$ cat config.mk
export PLATFORM = sky130hd
export DESIGN_NAME = sms_seq
export DESIGN_NICKNAME = d
export VERILOG_FILES = /design/src/sv/sms_pkg.sv /design/src/sv/sms_seq.sv
export SDC_FILE = /design/constraint.sdc
export NUM_CORES = 1
export LEC_CHECK = 0
export BUFFER_PORTS_ARGS = -buffer_cell sky130_fd_sc_hd__buf_2
export CAP_MARGIN = 20
export CORE_MARGIN = 1
export CORE_UTILIZATION = 30
export CTS_CLUSTER_DIAMETER = 50
export DETAILED_ROUTE_END_ITERATION = 10
export SYNTH_ARGS = -nofsm -noshare
export SYNTH_HDL_FRONTEND = slang
export SYNTH_SLANG_ARGS = --single-unit
$ cat constraint.sdc
create_clock -name clk -period 5.51 [get_ports clk]
set_input_delay 0.2755 -clock clk [delete_from_list [all_inputs] [get_ports clk]]
set_output_delay 0.2755 -clock clk [all_outputs]
set_load 0.01 [all_outputs]
$ cat src/sv/sms_pkg.sv
// sms_pkg: widths, action codes, state encoding and result bundle for the
// sparse membership set. No dependencies; used by every module of the block but sms_ram.
`default_nettype none

package sms_pkg;

  localparam int unsigned ELEM_W       = 10;
  localparam int unsigned CNT_W        = ELEM_W + 1;
  localparam int unsigned SLOT_W       = ELEM_W + 1;   // member flag + list position
  localparam int unsigned MAX_ELEMENTS = 2 ** ELEM_W;
  localparam int unsigned ACT_W        = 2;

  localparam logic [CNT_W-1:0] CAP_RESET = CNT_W'(MAX_ELEMENTS);
  localparam logic [CNT_W-1:0] CNT_MAX   = CNT_W'(MAX_ELEMENTS);

  localparam logic [ACT_W-1:0] ACT_UPDATE = 2'd0;
  localparam logic [ACT_W-1:0] ACT_CLEAR  = 2'd1;
  localparam logic [ACT_W-1:0] ACT_READ   = 2'd2;

  typedef enum logic [2:0] {
    ST_INIT,
    ST_IDLE,
    ST_EVAL,
    ST_UNLINK,
    ST_WALK,
    ST_DONE
  } sms_state_t;

  typedef struct packed {
    logic              was_member;
    logic              is_member;
    logic [CNT_W-1:0]  member_count;
    logic [ELEM_W-1:0] slot;
    logic [ELEM_W-1:0] entry;
    logic              entry_valid;
    logic              ignored;
  } sms_result_t;

endpackage

`default_nettype wire

$ cat src/sv/sms_seq.sv
// sms_seq: sequencer and datapath of the sparse membership set. Drives the
// slot table and member list memories; uses sms_pkg.
`default_nettype none

module sms_seq (
  input  wire logic                          clk,
  input  wire logic                          rst_n,
  input  wire logic                          in_valid,
  output logic                               in_ready,
  input  wire logic [sms_pkg::ACT_W-1:0]     in_action,
  input  wire logic [sms_pkg::ELEM_W-1:0]    in_element,
  input  wire logic                          in_present,
  input  wire logic [sms_pkg::ELEM_W-1:0]    in_rank,
  input  wire logic                          cfg_valid,
  output logic                               cfg_ready,
  input  wire logic [sms_pkg::CNT_W-1:0]     cfg_capacity,
  input  wire logic                          out_free,
  output logic                               res_push,
  output sms_pkg::sms_result_t               res,
  output logic                               slot_re,
  output logic [sms_pkg::ELEM_W-1:0]         slot_raddr,
  input  wire logic [sms_pkg::SLOT_W-1:0]    slot_rdata,
  output logic                               slot_we,
  output logic [sms_pkg::ELEM_W-1:0]         slot_waddr,
  output logic [sms_pkg::SLOT_W-1:0]         slot_wdata,
  output logic                               list_re,
  output logic [sms_pkg::ELEM_W-1:0]         list_raddr,
  input  wire logic [sms_pkg::ELEM_W-1:0]    list_rdata,
  output logic                               list_we,
  output logic [sms_pkg::ELEM_W-1:0]         list_waddr,
  output logic [sms_pkg::ELEM_W-1:0]         list_wdata
);

  import sms_pkg::*;

  sms_state_t        state_r, state_nxt;

  logic [ACT_W-1:0]  act_r;
  logic [ELEM_W-1:0] elem_r;
  logic              pres_r;
  logic [ELEM_W-1:0] rank_r;
  logic [CNT_W-1:0]  count_r;
  logic [CNT_W-1:0]  cap_r;
  logic [CNT_W-1:0]  walk_rd_r;
  logic              wpend_r;
  logic              cfg_walk_r;
  logic              was_r;

  logic              in_acc;
  logic              cfg_acc;
  logic [CNT_W-1:0]  limit;
  logic              flag;
  logic [ELEM_W-1:0] pos;
  logic              in_range;
  logic              was;
  logic              is_upd;
  logic              is_clear;
  logic              is_read;
  logic              do_add;
  logic              do_rem;
  logic              walk_more;
  logic              walk_end;
  logic              eval_adv;
  logic              rank_ok;

  assign in_acc   = in_valid && in_ready;
  assign cfg_acc  = cfg_valid && cfg_ready;

  assign limit    = (cap_r < CNT_MAX) ? cap_r : CNT_MAX;
  assign flag     = slot_rdata[SLOT_W-1];
  assign pos      = slot_rdata[ELEM_W-1:0];
  assign in_range = {1'b0, elem_r} < limit;
  assign was      = flag && in_range;

  assign is_upd   = (act_r == ACT_UPDATE);
  assign is_clear = (act_r == ACT_CLEAR);
  assign is_read  = (act_r == ACT_READ);

  assign do_add   = is_upd && in_range && pres_r && !was && (count_r < CNT_MAX);
  assign do_rem   = is_upd && in_range && !pres_r && was && (count_r != '0);
  assign rank_ok  = is_read && ({1'b0, rank_r} < count_r);

  assign walk_more = walk_rd_r < count_r;
  assign walk_end  = !walk_more && !wpend_r;
  assign eval_adv  = (state_r == ST_EVAL) && !is_clear && out_free;

  // next state
  always_comb begin
    state_nxt = state_r;
    unique case (state_r)
      ST_INIT: begin
        if (&walk_rd_r[ELEM_W-1:0]) state_nxt = ST_IDLE;
      end
      ST_IDLE: begin
        if (cfg_acc && (count_r != '0)) state_nxt = ST_WALK;
        else if (in_acc)                state_nxt = ST_EVAL;
      end
      ST_EVAL: begin
        if (is_clear)      state_nxt = ST_WALK;
        else if (out_free) state_nxt = do_rem ? ST_UNLINK : ST_IDLE;
      end
      ST_UNLINK: state_nxt = ST_IDLE;
      ST_WALK: begin
        if (walk_end) state_nxt = cfg_walk_r ? ST_IDLE : ST_DONE;
      end
      ST_DONE: begin
        if (out_free) state_nxt = ST_IDLE;
      end
      default: state_nxt = ST_INIT;
    endcase
  end

  // handshakes and memory ports
  always_comb begin
    in_ready   = 1'b0;
    cfg_ready  = 1'b0;
    res_push   = 1'b0;
    slot_re    = 1'b0;
    slot_raddr = in_element;
    slot_we    = 1'b0;
    slot_waddr = elem_r;
    slot_wdata = '0;
    list_re    = 1'b0;
    list_raddr = (in_action == ACT_READ) ? in_rank : ELEM_W'(count_r - CNT_W'(1));
    list_we    = 1'b0;
    list_waddr = count_r[ELEM_W-1:0];
    list_wdata = elem_r;
    unique case (state_r)
      ST_INIT: begin
        cfg_ready  = 1'b1;
        slot_we    = 1'b1;
        slot_waddr = walk_rd_r[ELEM_W-1:0];
      end
      ST_IDLE: begin
        cfg_ready = 1'b1;
        in_ready  = !cfg_valid;
        slot_re   = in_acc;
        list_re   = in_acc;
      end
      ST_EVAL: begin
        res_push = eval_adv;
        if (eval_adv && do_add) begin
          slot_we    = 1'b1;
          slot_wdata = {1'b1, count_r[ELEM_W-1:0]};
          list_we    = 1'b1;
        end else if (eval_adv && do_rem) begin
          // last member moves into the freed position
          slot_we    = 1'b1;
          slot_waddr = list_rdata;
          slot_wdata = {1'b1, pos};
          list_we    = 1'b1;
          list_waddr = pos;
          list_wdata = list_rdata;
        end
      end
      ST_UNLINK: begin
        slot_we = 1'b1;
      end
      ST_WALK: begin
        list_re    = walk_more;
        list_raddr = walk_rd_r[ELEM_W-1:0];
        slot_we    = wpend_r;
        slot_waddr = list_rdata;
      end
      ST_DONE: begin
        res_push = out_free;
      end
      default: ;
    endcase
  end

  // result fields
  always_comb begin
    res = '0;
    if (state_r == ST_DONE) begin
      res.was_member   = was_r;
      res.member_count = count_r;
    end else begin
      res.was_member   = was;
      res.is_member    = do_add || (was && !do_rem);
      res.member_count = do_add ? CNT_W'(count_r + CNT_W'(1)) :
                         do_rem ? CNT_W'(count_r - CNT_W'(1)) : count_r;
      res.slot         = do_add ? count_r[ELEM_W-1:0] :
                         (was && !do_rem) ? pos : '0;
      res.entry        = rank_ok ? list_rdata : '0;
      res.entry_valid  = rank_ok;
      res.ignored      = is_upd && !in_range;
    end
  end

  always_ff @(posedge clk) begin
    if (!rst_n) begin
      state_r    <= ST_INIT;
      count_r    <= '0;
      cap_r      <= CAP_RESET;
      walk_rd_r  <= '0;
      wpend_r    <= 1'b0;
      cfg_walk_r <= 1'b0;
    end else begin
      state_r <= state_nxt;
      if (cfg_acc) begin
        cap_r      <= cfg_capacity;
        cfg_walk_r <= 1'b1;
      end else if (in_acc) begin
        cfg_walk_r <= 1'b0;
      end
      if (state_r == ST_IDLE) begin
        walk_rd_r <= '0;
        wpend_r   <= 1'b0;
      end else if (state_r == ST_INIT) begin
        walk_rd_r <= CNT_W'(walk_rd_r + CNT_W'(1));
      end else if (state_r == ST_WALK) begin
        wpend_r <= walk_more;
        if (walk_more) walk_rd_r <= CNT_W'(walk_rd_r + CNT_W'(1));
        if (walk_end)  count_r   <= '0;
      end
      if (eval_adv && do_add) count_r <= CNT_W'(count_r + CNT_W'(1));
      if (eval_adv && do_rem) count_r <= CNT_W'(count_r - CNT_W'(1));
    end
  end

  // item payload and clear status
  always_ff @(posedge clk) begin
    if (in_acc) begin
      act_r  <= in_action;
      elem_r <= in_element;
      pres_r <= in_present;
      rank_r <= in_rank;
    end
    if ((state_r == ST_EVAL) && is_clear) begin
      was_r <= was;
    end
  end

endmodule

`default_nettype wire

### After elaboration in Yosys (flattened, before gate mapping)

Cells that the tools add are included.

| cells by class | value |
|---|---|
| add/sub/neg operators | 3 |
| $lt $le $gt $ge | 5 |
| eq/ne operators | 15 |
| muxes and demuxes | 52 |
| bitwise logic cells | 2 |
| reduce and logical (&&, ||, !) cells | 45 |

Operators by type and width:

| kind | count |
|---|---|
| $mux 11 | 16 |
| $mux 10 | 11 |
| $pmux 10 s3 | 1 |
| $mux 3 | 8 |
| $add 11x1->11 const B | 2 |
| $lt 10x11->1 | 2 |
| $lt 11x11->1 const B | 2 |
| $mux 22 | 1 |
| $logic_and 1x1->1 | 20 |
| $pmux 3 s6 | 1 |
| $lt 11x11->1 | 1 |
| $reduce_bool 11->1 | 1 |
| $sub 11x1->11 const B | 1 |
| $mux 1 | 10 |
| $reduce_and 10->1 | 1 |
| $logic_not 1->1 | 8 |
| $eq 3x2->1 const B | 2 |
| $eq 3x3->1 const B | 2 |
| $ne 2x2->1 const B | 3 |
| $ne 3x1->1 const B | 2 |
| $ne 3x3->1 const B | 2 |
| $reduce_bool 2->1 | 3 |
| $reduce_bool 3->1 | 2 |
| $reduce_or 2->1 | 3 |
| 13 further kinds | 17 |

| word-level totals | value |
|---|---|
| register bits | 62 |
| bits of input ports | 60 |
| logic and storage cells | 133 |

### Longest topological paths before layout

| depth | value |
|---|---|
| depth after elaboration | 12 |
| mapped depth | 12 |
| depth with buffers taken out | 9 |

### Least setup slack after synthesis

Ideal clock, no wire load.

| timing | value |
|---|---|
| path type | flip-flop to output port |
| start point | register cap_r[10] |
| end point | output port slot_waddr[9] (netlist bit) |
| arrival | 2471 ps |
| required time | 5234 ps |
| slack | 2763 ps |
| stages on the path, launching flop included | 12 |
| cells stage by stage | dfxtp_1 -> clkbuf_1 -> nand2b_1 -> ha_1 -> nand4b_1 -> o311ai_2 -> nor2_4 -> buf_6 -> nand3_4 -> clkbuf_1 -> o21ai_0 -> a2bb2oi_1 |

| on the way | value |
|---|---|
| longest elaborated chain between the ends | 11 |
| elaborated cells on any way between the ends | 17 |

RTL lines:

| element | line | RTL |
|---|---|---|
| start: declaration | sms_seq.sv:43 | `logic [CNT_W-1:0] cap_r;` |
| start signal: assignment | sms_seq.sv:202 | `cap_r <= cfg_capacity;` |
| $lt 11x11->1 | sms_seq.sv:69 | `assign limit = (cap_r < CNT_MAX) ? cap_r : CNT_MAX;` |
| $mux 11 * | sms_seq.sv:69 |  |
| $lt 10x11->1 * | sms_seq.sv:72 | `assign in_range = {1'b0, elem_r} < limit;` |
| $logic_and 1x1->1 | sms_seq.sv:79, sms_seq.sv:80 |  |
| $logic_and 1x1->1 (3 in a row) | sms_seq.sv:80 | `assign do_rem = is_upd && in_range && !pres_r && was && (count_r != '0);` |
| $logic_and 1x1->1 | sms_seq.sv:146 | `end else if (eval_adv && do_rem) begin` |
| $mux 10 | sms_seq.sv:146 |  |
| $mux 10 * | sms_seq.sv:142 | `if (eval_adv && do_add) begin` |
| $pmux 10 s3 * | sms_seq.sv:128 | `unique case (state_r)` |
| end: declaration | sms_seq.sv:24 | `output logic [sms_pkg::ELEM_W-1:0] slot_waddr,` |

Mark *: on every way between the ends. The rest lies on a longest branch, timed or not.

==> impl_metrics.toml <==
[clocking]
cts.repair.resized = 0
clkTransAtPathRegs_ns = 0.06
postCtsSetupBuffers = 0
clock_latency_ns = 0.34
holdBufCountCts = 0
clockBufferDepth = 2
cts_made_buffers = 9
htreeDepth = 3
clock-sinks = 62
cts_root_buffer = "clkbuf_16"
cts_tree = "yes"

[timing]
setup_slack_ns = 1.77
timing.fmax_ghz = 0.267
final-setup-viol-count = 0
worstMarginPinSlew_ns = 1.06
setup_tns_ns = 0
grt_setup_unrepaired = "no"
finalCritPeriodShare_pct = 67.9
hold_violations = 0
maxSlewHeadroom_pct = 29.0
slew_viol_final = 0
finalCriticalPeriod_ns = 3.74
fin_skew_ns = 0.00808

[floorplanning]
rows = 48
core_um2 = 17300
fp.dieW_um = 135
pin_count = 163
die_h_um = 135
start_util_pct = 30.8
die_area_um2 = 18300

[pwr]
max-vdd-ir-drop_mv = 0.182
seq_power_share_pct = 31.1
swShare_pct = 37.8
power_frac_comb_pct = 37.4
p_leak_nw = 2.82
power_density_nw_per_um2 = 288
p_sw_w = 0.000710
total_power_w = 0.00188
pwr-share-clk_pct = 31.5
p_int_w = 0.00117

[run_status]
status = "complete, no violations"

[placement]
placed_cells = 1058
hpwl_um = 14000
place_ws_ns = 2.13
gp_congestion = 0.924
io_buffers = 162

[route]
drc = 0
dr.first_iter.drc_count = 635
wl_um = 18600
dr_wl_met3_um = 1700
routedWlPerCell_um = 17.3
top_layer = "met4"
viasPerCell = 5.36
wirelength_met1_um = 8370
ant_nets = 0
drt_first_pass_iters = 5
vias = 5765
wl_met2_um = 8010

[cells_and_area]
antennaDiodeCount = 0
fill_cells = 1843
drive_gt1_share_pct = 23.9
fin_cells = 1075
final_nets = 936
final_util_pct = 37.6
area_growth_pct = 22.2

[worst_hold_path]
hold-path-endpoint = "act_r[0]"
hold_start = "in_action[0]"
min_path_type = "in2reg"
hold_depth = 1

[critical_path]
ff2ff_path_depth = 9
crit_arrival_ns = 3.47
slowest_delay_ns = 0.53
start_kind = "flip-flop"
worstReg2RegStart = "count_r[3]"
cp_num_buf_inv = 1
reg2reg_slack_ns = 2.28
crit_slowest_cell = "or4b_1"
crit_type = "reg2out"
worstPathMaxFanout = 18
required_ns = 5.23
timing.rr.end = "state_r[2]"
crit_chain = "nand2b_1, ha_1, or4b_1, a21oi_2, or3_1, nand3_1, and3_1, a211oi_1, buf_2"
path_delay_family = "simple AND/OR/NAND/NOR gates"
endpoint_kind = "output pin"

[synth]
synthFlopType = "dfxtp_1"
synthDominantCellAreaShare_pct = 14.3
syn_area_per_cell_um2 = 7.37
ys_ff_latch = 62
yosysUniqueCellTypes = 73
async_flop_share_pct = 0
synth_fp_nets = 814
synth-edff-count = 24
seq_area_frac_synth_pct = 27.8
synthTopCellsByArea = "dfxtp_1, edfxtp_1, nand2_1, ha_1, o21ai_0"
syn_inst = 723
synth_top_cell_by_area = "dfxtp_1"
ys_warn_count = 0
synth_area_um2 = 5330

[global_routing]
grtUsageTotal_pct = 20.5
grt_pass1_vias = 5215
antenna_found_initial = 0
gr-total-overflow = 0
grt_max_degree = 38
grt_pass1_wl_um = 28800

[run]
drv_cap = 0
-- per-layer routing --
metal  vias up  global-route usage, %
met4         0                   7.05
met3        35                   4.00
li1       2826                      -
met5         -                      0
met2       320                   31.7
met1      2584                   28.2
-- state kept, by name, summed over array words and instances (netlist names) --
signal,count
cap_r,11
wpend_r,1
count_r,11
cfg_walk_r,1
was_r,1
act_r,2
pres_r,1
state_r,3
rank_r,10
walk_rd_r,11
elem_r,10
-- worst max-delay path by stage --
stage	from	to	cells past startpoint
2_1_floorplan	cap_r[10]	slot_waddr[9]	11
3_3_place_gp	cap_r[10]	list_waddr[0]	11
3_5_place_dp	cap_r[10]	list_waddr[0]	11
4_1_cts	cap_r[10]	list_waddr[0]	11
5_1_grt	cap_r[10]	list_waddr[0]	11
6_report	cap_r[10]	res[23]	9
-- cell type report --
| cell class | instances | area, um^2 | area share, % |
|---|---|---|---|
| multi-input cells | 583 | 3490 | 53.6 |
| flip-flops and latches | 62 | 1480 | 22.8 |
| repair buffers | 168 | 876 | 13.5 |
| well taps | 225 | 282 | 4.33 |
| clock buffers | 12 | 256 | 3.94 |
| inverters | 21 | 78.8 | 1.21 |
| clock inverters | 4 | 45.0 | 0.692 |
-- worst register-to-register path, stage by stage (launching register included) --
cell	delay, ns
dfxtp_1	0.61
clkinv_1	0.49
ha_1	0.36
a21oi_1	0.13
o21ai_0	0.13
a21oi_1	0.13
o22ai_1	0.16
a2111oi_0	0.80
o21bai_1	0.16
o311a_1	0.15
-- cell usage in the layout, fill, tap and decap left out, types with 3 or more instances in the layout --
master / count
ha_1: 31
a21o_1: 6
and2_1: 15
inv_1: 16
clkinv_2: 3
xnor2_1: 22
nor3_1: 20
o311a_1: 4
nand2_1: 132
clkinv_1: 5
a211oi_1: 3
o21bai_1: 3
nor2b_1: 3
or3_1: 4
and3_1: 10
dfxtp_1: 38
nand4_1: 4
mux2i_1: 3
nor3_2: 3
nand2b_1: 22
clkbuf_16: 9
a32o_1: 5
buf_4: 5
a2bb2oi_1: 10
nor3b_1: 3
edfxtp_1: 24
o31a_1: 3
o21ai_0: 76
nor2_1: 52
nand3_1: 24
buf_2: 162
a21oi_1: 64
o22ai_1: 5
a22oi_1: 4
a31oi_1: 4
nor4_1: 4
-- per-stage QoR --
step,hold slack [ns],instance area [um^2]
finish,0.120,6510
global route,0.117,6510
CTS,0.113,6480
detailed placement,0.450,6180
global placement,0.446,6180
floorplan,0.374,5330
-- power by group through the flow --
stage / clock network (W) / registers [W] / logic (W)
after floorplan: 0 / 0.000546 / 0.000510
after CTS: 0.000597 / 0.000584 / 0.000699
final: 0.000591 / 0.000584 / 0.000702
after global routing: 0.000620 / 0.000593 / 0.000780
after global placement: 0 / 0.000593 / 0.000692
after detailed placement: 0 / 0.000595 / 0.000695
-- cell usage after synthesis, types with 5 or more instances --
library cell / instances
o22ai_1: 5
inv_1: 16
a21oi_1: 64
edfxtp_1: 24
nand2_1: 132
buf_2: 9
buf_4: 12
dfxtp_1: 38
clkinv_1: 5
nor3_1: 20
xnor2_1: 22
and2_1: 15
clkbuf_1: 32
nand2b_1: 22
nand3_1: 24
a2bb2oi_1: 10
o21ai_0: 76
nor2_1: 52
a32o_1: 5
ha_1: 31
and3_1: 10
a21o_1: 6
-- logic make-up (layout without fill, tap and decap cells) --
logic type               count (synthesis)  count (layout)  synth area share, %
AND/OR/NAND/NOR                        312             312                 28.7
AO/OA/AOI/OAI                          213             213                 24.8
buffers and inverters                   78             205                 6.84
flip-flops                              62              62                 27.8
adder cells (fa/ha/maj)                 31              31                 7.28
XOR/XNOR                                23              23                 3.78
multiplexers                             4               4                0.775
(Power assumes the default switching activity.)
