===== config.mk =====
export PLATFORM = sky130hd
export DESIGN_NAME = sms_out
export DESIGN_NICKNAME = d
export VERILOG_FILES = /design/src/sv/sms_pkg.sv /design/src/sv/sms_out.sv
export SDC_FILE = /design/constraint.sdc
export NUM_CORES = 1
export LEC_CHECK = 0
export BUFFER_PORTS_ARGS = -buffer_cell sky130_fd_sc_hd__buf_2
export CAP_MARGIN = 20
export CORE_MARGIN = 4
export CORE_UTILIZATION = 42
export DETAILED_ROUTE_END_ITERATION = 10
export HOLD_SLACK_MARGIN = 0.03
export PLACE_DENSITY = 0.91
export SETUP_SLACK_MARGIN = 0.5
export SLEW_MARGIN = 20
export SYNTH_ARGS = -nofsm -noshare
export SYNTH_HDL_FRONTEND = slang
export SYNTH_SLANG_ARGS = --single-unit

===== constraint.sdc =====
create_clock -name clk -period 1.08 [get_ports clk]
set_input_delay 0.162 -clock clk [delete_from_list [all_inputs] [get_ports clk]]
set_output_delay 0.162 -clock clk [all_outputs]
set_load 0.05 [all_outputs]

===== src/sv/sms_pkg.sv =====
// sms_pkg: widths, action codes, state encoding and result bundle for the
// sparse membership set. No dependencies; used by every module of the block but sms_ram.
`default_nettype none

package sms_pkg;

  localparam int unsigned ELEM_W       = 10;
  localparam int unsigned CNT_W        = ELEM_W + 1;
  localparam int unsigned SLOT_W       = ELEM_W + 1;   // member flag + list position
  localparam int unsigned MAX_ELEMENTS = 2 ** ELEM_W;
  localparam int unsigned ACT_W        = 2;

  localparam logic [CNT_W-1:0] CAP_RESET = CNT_W'(MAX_ELEMENTS);
  localparam logic [CNT_W-1:0] CNT_MAX   = CNT_W'(MAX_ELEMENTS);

  localparam logic [ACT_W-1:0] ACT_UPDATE = 2'd0;
  localparam logic [ACT_W-1:0] ACT_CLEAR  = 2'd1;
  localparam logic [ACT_W-1:0] ACT_READ   = 2'd2;

  typedef enum logic [2:0] {
    ST_INIT,
    ST_IDLE,
    ST_EVAL,
    ST_UNLINK,
    ST_WALK,
    ST_DONE
  } sms_state_t;

  typedef struct packed {
    logic              was_member;
    logic              is_member;
    logic [CNT_W-1:0]  member_count;
    logic [ELEM_W-1:0] slot;
    logic [ELEM_W-1:0] entry;
    logic              entry_valid;
    logic              ignored;
  } sms_result_t;

endpackage

`default_nettype wire


===== src/sv/sms_out.sv =====
// sms_out: result output register with valid/ready, so the sequencer can
// take a new item while a result waits. Uses sms_pkg.
`default_nettype none

module sms_out (
  input  wire logic                       clk,
  input  wire logic                       rst_n,
  input  wire logic                       res_push,
  input  wire sms_pkg::sms_result_t       res,
  output logic                            out_free,
  output logic                            out_valid,
  input  wire logic                       out_ready,
  output logic                            out_was_member,
  output logic                            out_is_member,
  output logic [sms_pkg::CNT_W-1:0]       out_member_count,
  output logic [sms_pkg::ELEM_W-1:0]      out_slot,
  output logic [sms_pkg::ELEM_W-1:0]      out_entry,
  output logic                            out_entry_valid,
  output logic                            out_ignored
);

  import sms_pkg::*;

  logic        valid_r;
  sms_result_t res_r;

  assign out_free = !valid_r || out_ready;

  always_ff @(posedge clk) begin
    if (!rst_n) begin
      valid_r <= 1'b0;
    end else if (res_push) begin
      valid_r <= 1'b1;
    end else if (out_ready) begin
      valid_r <= 1'b0;
    end
  end

  always_ff @(posedge clk) begin
    if (res_push) begin
      res_r <= res;
    end
  end

  assign out_valid        = valid_r;
  assign out_was_member   = res_r.was_member;
  assign out_is_member    = res_r.is_member;
  assign out_member_count = res_r.member_count;
  assign out_slot         = res_r.slot;
  assign out_entry        = res_r.entry;
  assign out_entry_valid  = res_r.entry_valid;
  assign out_ignored      = res_r.ignored;

endmodule

`default_nettype wire


Word level (Yosys, flattened, before mapping)
Cells that the tools add are included.
{ "classes": {"reduce_logical": 3, "mux": 2} }
{ "ops": {"columns": ["operator", "n"], "rows": [
  ["$mux 1", 2],
  ["$reduce_bool 2->1", 1],
  ["$logic_not 1->1", 1],
  ["$logic_or 1x1->1", 1]
]} }
{ "totals": {"input_bits": 39, "ff_bits": 36, "word_cells": 13, "output_inout_bits": 37} }

Depth between registers and ports, before layout
Gate-level depths: netlist (run 1).
{ "depth": {"depth_word": 2, "mapped_depth": 2, "depth_no_buf": 2} }

Worst setup path before layout (run 1)
Ideal clock, no wire load.
{ "synth_timing": {"kind": "flip-flop to flip-flop", "start": "register out_valid (netlist name)", "end": "register valid_r, in the netlist out_valid", "path_slack_ps": -24, "arrival_ps": 1037, "setup_ps": 67, "stages_incl_launch_ff": 3, "path_cell_list": "dfxtp_1 -> nand2b_4 -> a21boi_2"} }
{ "synth_lines": {"columns": ["element", "line_no", "rtl"], "rows": [
  ["end signal: assignment", "sms_out.sv:31", "valid_r <= 1'b0;"],
  ["end signal: assignment", "sms_out.sv:33", "valid_r <= 1'b1;"],
  ["end signal: assignment", "sms_out.sv:35", "valid_r <= 1'b0;"],
  ["end: declaration", "sms_out.sv:24", "logic valid_r;"]
]} }

Final worst setup path (run 1)
{ "layout_timing": {"start": "register res_r, in the netlist out_entry[1]", "end": "output out_entry[1] (netlist bit)"} }
{ "layout_lines": {"columns": ["element", "line_no", "rtl"], "rows": [
  ["start: declaration", "sms_out.sv:25", "sms_result_t res_r;"],
  ["start signal: assignment", "sms_out.sv:41", "res_r <= res;"],
  ["end: declaration", "sms_out.sv:17", "output logic [sms_pkg::ELEM_W-1:0] out_entry,"]
]} }
No word-level cell between the ends.

==> metrics.md, run 1 <==
| Metric | Value |
|---|---|
| Outcome | finished, violations left |
| Failing checks | negative hold slack, negative setup slack |
| I/O pins | 76 |
| Post-synth top area share | 95.56% |
| Min Tclk post-route | 1.097 ns |
| Final instance area | 0.001828 mm2 |
| Final setup vio count | 3 |
| Initial Util | 44.39% |
| Row cnt | 18 |
| Die Ht | 59.17 um |
| Worst EP required | 0.92 ns |
| First-pass GRT wire length | 3.877 mm |
| Sink Count | 36 |
| RD Place Congestion | 0.6964 |
| #FFs+latches synth | 36 |
| Via count | 701 |
| Most frequent cells in the layout | 38 x buf_2, 35 x edfxtp_1, 35 x buf_6 |
| WP depth | 1 |
| Fin nets | 162 |
| Crit path setup slack, layout | -0.01656 ns |
| Synth area leader | edfxtp_1 |
| WP buf/inv | 1 |
| Worst r2r path cells | 3 |
| Final Max Tran Viols | 0 |
| Worst-path fanout max | 1 |
| Clk Latency, worst-skew pair | 0.33 ns |
| Root Driver | clkbuf_4 |
| # H-tree levels | 2 |
| Total Wirelength | 2.804 mm |
| Reg-to-reg slack, setup | 0.36 ns |
| RR Startpoint | out_valid |
| Layout area overhead | 66.21% |
| Worst slew margin | 87.07% |
| Share of cells above drive strength 1 | 69.11% |
| Largest net degree at the start of global routing | 37 |
| Slowest stage cell, crit path | edfxtp_1 |
| DRC | 0 |
| Leakage | 0.7834 nW |
| Hold slack | -0.002446 ns |
| Avg Inst Size Synth | 28.20 um2 |
| Seq/Total Area, Yosys | 97.38% |
| Crit share post-route | 101.5% |
| Worst-path cell chain | buf_6 |
| IO buf count | 75 |
| Setup crit start kind | flop |
| VDD IR-drop max | 0.001169 V |
| Crit path kind | flop to primary output |
| Worst EP arrival | 0.93 ns |
| DRT Pass-1 Iters | 4 |
| Hold WC Path Type | primary input to flop |
| Largest cells by area after synthesis | edfxtp_1 96%, dfxtp_1 1.8%, nand2b_4 1.3% |
| Grt ovf | 0 |
| Max clock buf depth | 2 |
| Min-delay src | res[4] |
| Initial antenna violation count | 0 |
| Reg2reg end | out_valid |
| Total die area | 0.003501 mm2 |
| Measured slew at the worst slew-check pin | 0.1939 ns |
| Cells after Synth | 39 |
| WL/cell | 18.33 um |
| Final Util | 73.79% |
| Width of the die | 59.17 um |
| Worst Hold Endpoint | out_entry[2] |
| Hpwl dp | 1.797 mm |
| Commonest non-fill, non-tap cell in the layout | buf_2 |
| Max-capacitance violation count | 0 |
| RSZ-0062 raised after global routing | true |
| Setup_tns | -0.02811 ns |
| Placed standard-cell area | 0.001536 mm2 |
| Final non-filler cell total | 153 |
| Top delay family on crit path | flip-flops |
| Fmax | 0.9119 GHz |
| ANT cells | 0 |
| DRT antenna net count | 0 |
| Max incr delay on CP | 0.43 ns |
| Via/cell ratio | 4.582 |
| DRT iter0 DRCs | 17 |
| CTS Buf Count | 5 |
| Ys Warns | 0 |
| PwrDens | 1680 mW/mm2 |
| Clock-pin slew on the worst setup and hold paths | 0.10 ns |
| Synthesized area | 0.001100 mm2 |
| Core Footprint | 0.002477 mm2 |
| Hold depth | 1 |
| Syn_nets | 78 |
| Fin. Hold Viols | 2 |
| Vias in the first global route | 728 |
| All-Layer GR Usage | 16.85% |
| TritonCTS clock tree | done |
| Setup Skew | 0 ns |
| Crit end category | primary output |
| Post-synthesis cell type count | 5 |
| Placed insts | 145 |
-- metal layers --
layer	track usage, %	wire length (um)
met1	16.81	976
met5	0	0
met4	9.061	84
met3	9.586	376
met2	27.60	1367
-- metrics by stage --
stage | hold slack, ns | worst slack, ns | total power [mW]
after floorplan | 0.2609 | 0.2958 | 2.115
after global placement | 0.3391 | 0.2769 | 2.298
after detailed placement | 0.3401 | 0.2685 | 2.317
after CTS | -0.01162 | -0.01594 | 3.078
after global routing | -0.02629 | -0.05735 | 3.190
final | -0.002446 | -0.01656 | 3.071
-- area by class of cell --
type / instances / area (um2)
clock buffers: 5 / 37.54
flip-flops and latches: 36 / 1075
clock inverters: 2 / 7.507
inverters: 1 / 3.754
well taps: 30 / 37.54
repair buffers: 77 / 641.9
fillers: 151 / 649.4
multi-input cells: 2 / 25.02
-- cells by family (layout without fill, tap and decap cells) --
family | after synthesis | after routing | share of synthesized area [%]
flip-flops | 36 | 36 | 97.38
AO/OA/AOI/OAI | 1 | 1 | 1.024
AND/OR/NAND/NOR | 1 | 1 | 1.251
buffers and inverters | 1 | 85 | 0.3410
-- state kept, by name, indices dropped and copies added, names as in the netlist --
register          cells
out_valid             1
out_entry            10
out_ignored           1
out_entry_valid       1
out_slot             10
out_member_count     11
out_is_member         1
out_was_member        1
-- worst max path at each step --
stage | startpoint | to | slack (ns)
detailed placement | out_valid | out_free | 0.27
floorplan | out_valid | out_valid | 0.30
global route | out_slot[5] | out_slot[5] | -0.06
finish | out_entry[1] | out_entry[1] | -0.02
CTS | out_member_count[1] | out_member_count[1] | -0.02
global placement | out_valid | out_free | 0.28
-- synth_stat cells, drive strengths merged --
cell type and number:
inv 1, dfxtp 1, edfxtp 35, a21boi 1, nand2b 1
-- power by group --
group	switching (mW)	leakage, nW	internal, mW
registers	0.0565	0.351	1.65
logic	0.476	0.406	0.264
clock network	0.394	0.0261	0.227
-- repair_timing --
| item | CTS | global route |
|---|---|---|
| buffers inserted | 0 | 1 |
| gates cloned | 0 | 0 |
| hold endpoints to repair | 35 | 35 |
| resized for setup | 74 | 2 |
| pin swaps | 0 | 0 |
| setup endpoints to repair | 38 | 38 |
No activity file was read; power rests on OpenSTA's default activity.
==> inputs of run 2 (changes only) <==
BUFFER_PORTS_ARGS = unset   (was -buffer_cell sky130_fd_sc_hd__buf_2)
CORE_UTILIZATION = 62   (was 42)
DONT_BUFFER_PORTS = 1   (was unset)
PLACE_DENSITY = 0.88   (was 0.91)
==> metrics.md, run 2 <==
| Metric | Value |
|---|---|
| Main synth FF type | edfxtp_1 |
| Multiplexer share of the synthesized area | 0% (unchanged) |
| # H-tree levels | 2 (unchanged) |
| Post-synthesis cell type count | 5 (unchanged) |
| Commonest cells in the netlist | 35 x edfxtp_1, 1 x a21boi_2, 1 x dfxtp_1, 1 x inv_1, 1 x nand2b_4 |
| Cells after Synth | 39 (unchanged) |
| Failed at | clock tree synthesis |
| Width of the die | 50.12 um (-15%) |
| Post-synth top area share | 95.56% (unchanged) |
| Post-CTS Setup Bufs | 0 (unchanged) |
| CTS resizes | 32 (-57%) |
| Ys Warns | 0 (unchanged) |
| I/O pins | 76 (unchanged) |
| Syn_nets | 78 (unchanged) |
| Avg Inst Size Synth | 28.20 um2 (unchanged) |
| RD Place Congestion | 0.6605 (-5.2%) |
| Synth area leader | edfxtp_1 |
| CTS Buf Count | 5 (unchanged) |
| Largest cells by area after synthesis | edfxtp_1 96%, dfxtp_1 1.8%, nand2b_4 1.3% |
| Die Ht | 50.12 um (-15%) |
| Fraction of registers with async set/reset | 0% (unchanged) |
| Root Driver | clkbuf_4 |
| Sink Count | 36 (unchanged) |
| Synth Area in Compound Gates | 1.024% (unchanged) |
| #FFs+latches synth | 36 (unchanged) |
| Number of synthesized flops with an enable pin | 35 (unchanged) |
| Adder-Cell Fraction of Synth Area | 0% (unchanged) |
| Error msg | [ERROR DPL-0033] detailed placement checks failed during check placement. |
| Synthesized area | 0.001100 mm2 (unchanged) |
| Outcome | did not finish |
| Row cnt | 14 (-4) |
| Synth Area in XOR/XNOR | 0% (unchanged) |
| Initial Util | 69.00% (+25 points) |
| Largest family of logic cells by synthesized area | simple AND/OR/NAND/NOR gates |
| Most frequent cell after synthesis | edfxtp_1 |
| Synth Area in Simple Gates | 1.251% (unchanged) |
| Max clock buf depth | 2 (unchanged) |
| IO buf count | 0 (-100%) |
| Seq/Total Area, Yosys | 97.38% (unchanged) |
-- run 2: cell counts after synthesis --
No cell type changed its count.
-- run 2: per-stage QoR --
stage                     cells  setup slack, ns  instance area [um2]  util (%)
after global placement       95           0.2842                 1374     86.19
after floorplan              39           0.2958                 1104         -
after detailed placement     95           0.2511                 1374     86.19
-- run 2: cells by family after synthesis --
group,count (synthesis)
buffers and inverters,1
AND/OR/NAND/NOR,1
AO/OA/AOI/OAI,1
flip-flops,36
==> inputs of run 3 (changes only) <==
CORE_AREA = 4 4 65 67   (was unset)
CORE_MARGIN = unset   (was 4)
CORE_UTILIZATION = unset   (was 62)
DIE_AREA = 0 0 69 71   (was unset)
HOLD_SLACK_MARGIN = unset   (was 0.03)
PLACE_DENSITY = unset   (was 0.88)
PLACE_DENSITY_LB_ADDON = 0.15   (was unset)
SETUP_SLACK_MARGIN = unset   (was 0.5)
==> metrics.md, run 3 (synthesized netlist as in run 1, its figures left out) <==
| Metric | Value |
|---|---|
| Setup Skew | 0 ns |
| IO buf count | 0 (unchanged) |
| Core Footprint | 0.003633 mm2 |
| Placed standard-cell area | 0.001431 mm2 (+4.2%) |
| Leakage | 0.7410 nW |
| Row cnt | 22 (+8) |
| Layout area overhead | 72.01% |
| DRT antenna net count | 0 |
| I/O pins | 76 (unchanged) |
| Worst-path fanout max | 1 |
| First-pass GRT wire length | 3.857 mm |
| Final Max Tran Viols | 0 |
| Final setup vio count | 0 |
| Final non-filler cell total | 166 |
| Most frequent cells in the layout | 35 x dlygate4sd3_1, 35 x edfxtp_1, 35 x buf_4 |
| Register area | 0.001072 mm2 |
| VDD IR-drop max | 0.001083 V |
| Fin nets | 156 |
| Min Tclk post-route | 1.039 ns |
| CTS Buf Count | 5 (unchanged) |
| Vias in the first global route | 774 |
| Fmax | 0.9628 GHz |
| Hold WC Path Type | primary input to flop |
| Total die area | 0.004899 mm2 |
| Clock-pin slew on the worst setup and hold paths | 0.07 ns |
| Clk Latency, worst-skew pair | 0.27 ns |
| Combinational Power Share | 19.3% |
| Crit path kind | flop to primary output |
| Number of flip-flops in the largest register | 11 |
| Outcome | finished, violations left |
| Top delay family on crit path | flip-flops |
| Hold slack | -0.003742 ns |
| Max-capacitance violation count | 0 |
| Initial antenna violation count | 0 |
| Worst slew margin | 87.93% |
| RSZ-0062 raised after global routing | false |
| RD Place Congestion | 0.7269 (+10%) |
| DRC | 0 |
| Measured slew at the worst slew-check pin | 0.1809 ns |
| Max incr delay on CP | 0.43 ns |
| Max clock buf depth | 2 (unchanged) |
| Filler cells | 330 |
| WL/cell | 15.78 um |
| Final instance area | 0.001892 mm2 |
| Setup crit start kind | flop |
| ANT cells | 0 |
| Worst-path cell chain | buf_6 |
| Setup_tns | 0 ns |
| Reg power frac | 48.8% |
| Worst EP arrival | 0.88 ns |
| Area taken by multi-input logic gates | 25.02 um2 |
| DRT Pass-1 Iters | 3 |
| Fin. Hold Viols | 6 |
| TritonCTS clock tree | done |
| Clock network fraction of design power | 31.9% |
| All-Layer GR Usage | 10.55% |
| Slowest stage cell, crit path | edfxtp_1 |
| DRT iter0 DRCs | 29 |
| Reg-to-reg slack, setup | 0.38 ns |
| WP buf/inv | 1 |
| Largest net degree at the start of global routing | 37 |
| # H-tree levels | 2 (unchanged) |
| PwrDens | 1830 mW/mm2 |
| Crit share post-route | 96.17% |
| Die Ht | 71 um (+42%) |
| Width of the die | 69 um (+38%) |
| Crit end category | primary output |
| Final Util | 52.07% |
| Sw Ratio | 26.39% |
| Sink Count | 36 (unchanged) |
| Total power | 3.462 mW |
| Worst EP required | 0.92 ns |
| Grt ovf | 0 |
| Post-CTS Setup Bufs | 0 (unchanged) |
| Via count | 666 |
| Placed insts | 123 (+29%) |
| Initial Util | 30.27% (-39 points) |
| Root Driver | clkbuf_8 |
| Via/cell ratio | 4.012 |
| Total Wirelength | 2.619 mm |
| Share of cells above drive strength 1 | 38.14% |
| # hold bufs at CTS | 35 |
| Failing checks | negative hold slack |
| Net Sw Power | 913.8 uW |
| Pint | 2.549 mW |
==> run 3: repair_timing <==
action                                  4_1_cts  5_1_grt
endpoints found under the hold margin        70       35
resized for setup                             0        1
endpoints found under the setup margin        0        1
==> run 3: cell type report <==
class                      count  area share [%]
sequential                    36           56.68
timing repair buffer          71           33.00
clock buffer                   5           3.638
tap                           48           3.175
clock inverter                 3           1.984
multi-input combinational      2           1.323
inverter                       1          0.1984
==> run 3: path summary, 6_finish.rpt <==
path / start / end / depth (start not counted)
worst max-delay path: out_member_count[9] / out_member_count[9] / 1
worst min-delay path: res_push / out_entry[7] / 0
worst max register to register: out_valid / out_valid / 2
worst min register to register: out_valid / out_valid / 2
==> run 3: metrics by stage <==
| stage | hold WS [ns] | worst slack [ns] |
|---|---|---|
| floorplan | 0.2609 | 0.1841 |
| global placement | 0.2610 | 0.3725 |
| detailed placement | 0.2609 | 0.3499 |
| CTS | -0.01235 | 0.03123 |
| global route | -0.02701 | 0.001975 |
| finish | -0.003742 | 0.04137 |
==> run 3: worst register-to-register path, stage by stage, from the launching register on <==
cell and delay [ns]:
dfxtp_2 0.35, nand2b_4 0.13, a21boi_2 0.15
==> run 3: power by group through the flow <==
stage	combinational, mW	clock (mW)	sequential (mW)
2_1_floorplan	0.0137	0	2.10
3_3_place_gp	0.576	0	1.71
3_5_place_dp	0.571	0	1.72
4_1_cts	0.671	1.13	1.69
5_1_grt	0.687	1.21	1.70
6_report	0.669	1.10	1.69
==> run 3: per-layer routing <==
metal  global-route usage [%]  vias up  part of all wire [%]
met1                    8.371      316                    28
met5                        0        -                     0
li1                         -      307                     -
met4                    4.989        0                   2.1
met3                    3.835        4                   6.7
met2                    21.93       39                    63
==> inputs of run 4 (changes only) <==
ABC_AREA = 0   (was unset)
CELL_PAD_IN_SITES_DETAIL_PLACEMENT = 1   (was unset)
CELL_PAD_IN_SITES_GLOBAL_PLACEMENT = 1   (was unset)
CORE_AREA = 2 2 63 65   (was 4 4 65 67)
DIE_AREA = 0 0 65 67   (was 0 0 69 71)
==> metrics.md, run 4 (synthesized netlist as in run 1, its figures left out) <==
| Metric | Value |
|---|---|
| Crit path setup slack, layout | 0.05678 ns (+0.01541 ns) |
| Die Ht | 67 um (-5.6%) |
| Fin nets | 157 (+0.64%) |
| Setup crit start kind | flop |
| RD Place Congestion | 0.6515 (-10%) |
| Final non-filler cell total | 167 (+0.60%) |
| Sw Ratio | 26.52% (+0.13 points) |
| Placed insts | 123 (unchanged) |
| Min Tclk post-route | 1.023 ns (-0.01541 ns) |
| Pint | 2.561 mW (+0.49%) |
| Total Wirelength | 2.414 mm (-7.8%) |
| ANT cells | 0 (unchanged) |
| Most frequent cells in the layout | 36 x dlygate4sd3_1, 35 x edfxtp_1, 35 x buf_4 |
| First-pass GRT wire length | 3.546 mm (-8.1%) |
| DRC | 0 (unchanged) |
| Measured slew at the worst slew-check pin | 0.1876 ns (+0.006656 ns) |
| IO buf count | 0 (unchanged) |
| Initial Util | 30.50% (+0.23 points) |
| PwrDens | 1828 mW/mm2 (-0.12%) |
| Final Util | 52.88% (+0.81 points) |
| Outcome | finished, violations left |
| # H-tree levels | 2 (unchanged) |
| Max clock buf depth | 2 (unchanged) |
| Final Max Tran Viols | 0 (unchanged) |
| Width of the die | 65 um (-5.8%) |
| Root Driver | clkbuf_8 |
| VDD IR-drop max | 0.001017 V (-6.1%) |
| Failing checks | negative hold slack |
| DRT iter0 DRCs | 32 (+10%) |
| Net Sw Power | 924.3 uW (+1.2%) |
| Commonest non-fill, non-tap cell in the layout | dlygate4sd3_1 |
| Setup Skew | 0 ns (unchanged) |
| Core Footprint | 0.003606 mm2 (-0.76%) |
| Worst EP required | 0.92 ns (about the same) |
| Clock network fraction of design power | 32.3% (+0.4 points) |
| WL/cell | 14.46 um (-8.4%) |
| Crit end category | primary output |
| DRT Pass-1 Iters | 3 (unchanged) |
| Grt ovf | 0 (unchanged) |
| Largest net degree at the start of global routing | 37 (unchanged) |
| Leakage | 0.7461 nW (+0.69%) |
| Hold WC Path Type | primary input to flop |
| CTS Buf Count | 5 (unchanged) |
| Row cnt | 22 (unchanged) |
| Number of flip-flops in the largest register | 11 (unchanged) |
| WP buf/inv | 1 (unchanged) |
| Share of cells above drive strength 1 | 39.50% (+1.4 points) |
| Clock-pin slew on the worst setup and hold paths | 0.07 ns (about the same) |
| Layout area overhead | 73.38% |
| DRT antenna net count | 0 (unchanged) |
| Clk Latency, worst-skew pair | 0.28 ns (about the same) |
| Fin. Hold Viols | 28 (+22) |
| Via count | 653 (-2.0%) |
| Total die area | 0.004355 mm2 (-11%) |
| Top delay family on crit path | flip-flops |
| Crit path kind | flop to primary output |
| Initial antenna violation count | 0 (unchanged) |
| Slowest stage cell, crit path | edfxtp_1 |
| # hold bufs at CTS | 36 (+2.9%) |
| Worst EP arrival | 0.86 ns (-0.02 ns) |
| RSZ-0062 raised after global routing | false |
| Combinational Power Share | 19.2% (about the same) |
| Post-place setup slack | 0.3347 ns (-0.01523 ns) |
| Vias in the first global route | 721 (-6.8%) |
| Fmax | 0.9773 GHz (+1.5%) |
| Max-capacitance violation count | 0 (unchanged) |
| Placed standard-cell area | 0.001431 mm2 (unchanged) |
| Crit share post-route | 94.74% (-1.4 points) |
| Worst-path cell chain | buf_4 |
| Final setup vio count | 0 (unchanged) |
| Filler cells | 359 (+8.8%) |
| Reg power frac | 48.4% (-0.4 points) |
| Worst-path fanout max | 1 (unchanged) |
| Via/cell ratio | 3.910 (-2.5%) |
| I/O pins | 76 (unchanged) |
| TritonCTS clock tree | done |
| Max incr delay on CP | 0.38 ns (-0.05 ns) |
| Sink Count | 36 (unchanged) |
| Setup_tns | 0 ns (unchanged) |
| Worst slew margin | 87.49% (-0.44 points) |
| All-Layer GR Usage | 11.73% (+1.2 points) |
| Hold slack | -0.01139 ns (-0.007649 ns) |
| Final instance area | 0.001907 mm2 (+0.79%) |
run 4: path summary, 6_finish.rpt:
check / slack (ns) / to / depth (start not counted) / startpoint
hold reg to reg: 0.61 / out_valid / 2 / out_valid
setup / recovery: 0.06 / out_entry[5] / 1 / out_entry[5]
hold / removal: -0.01 / out_slot[8] / 0 / res_push
setup reg to reg: 0.37 / out_valid / 2 / out_valid
run 4: cell type report:
type | count | area, um2 | area share, %
tap | 48 | 60.06 | 3.150
clock buffer | 5 | 68.82 | 3.609
clock inverter | 3 | 42.54 | 2.231
timing repair buffer | 72 | 634.4 | 33.27
inverter | 1 | 3.754 | 0.1969
multi-input combinational | 2 | 25.02 | 1.312
sequential | 36 | 1072 | 56.23
run 4: per-stage QoR:
step	power (mW)	hold slack [ns]
after detailed placement	2.290	0.2609
final	3.485	-0.01139
after CTS	3.543	-0.02560
after global placement	2.285	0.2609
after global routing	3.605	-0.03368
after floorplan	2.116	0.2609
run 4: timing repair:
action | in CTS | in global routing
resized for setup | 0 | 1
setup endpoints to repair | 0 | 1
setup buffers | 0 | 0
hold endpoints to repair | 71 | 35
run 4: per-layer routing:
| layer | GRT usage (%) | up-vias | share of wire, % |
|---|---|---|---|
| met2 | 22.94 | 40 | 60 |
| met5 | 0 | - | 0 |
| met1 | 10.42 | 304 | 33 |
| met3 | 4.899 | 0 | 6.7 |
| li1 | - | 309 | - |
| met4 | 4.787 | 0 | 0 |
run 4: power by group through the flow:
stage               Combinational [mW]  Sequential (mW)  Clock [mW]
floorplan                       0.0137             2.10           0
global placement                 0.572             1.71           0
detailed placement               0.568             1.72           0
CTS                              0.673             1.69        1.18
global route                     0.690             1.70        1.22
finish                           0.670             1.69        1.13
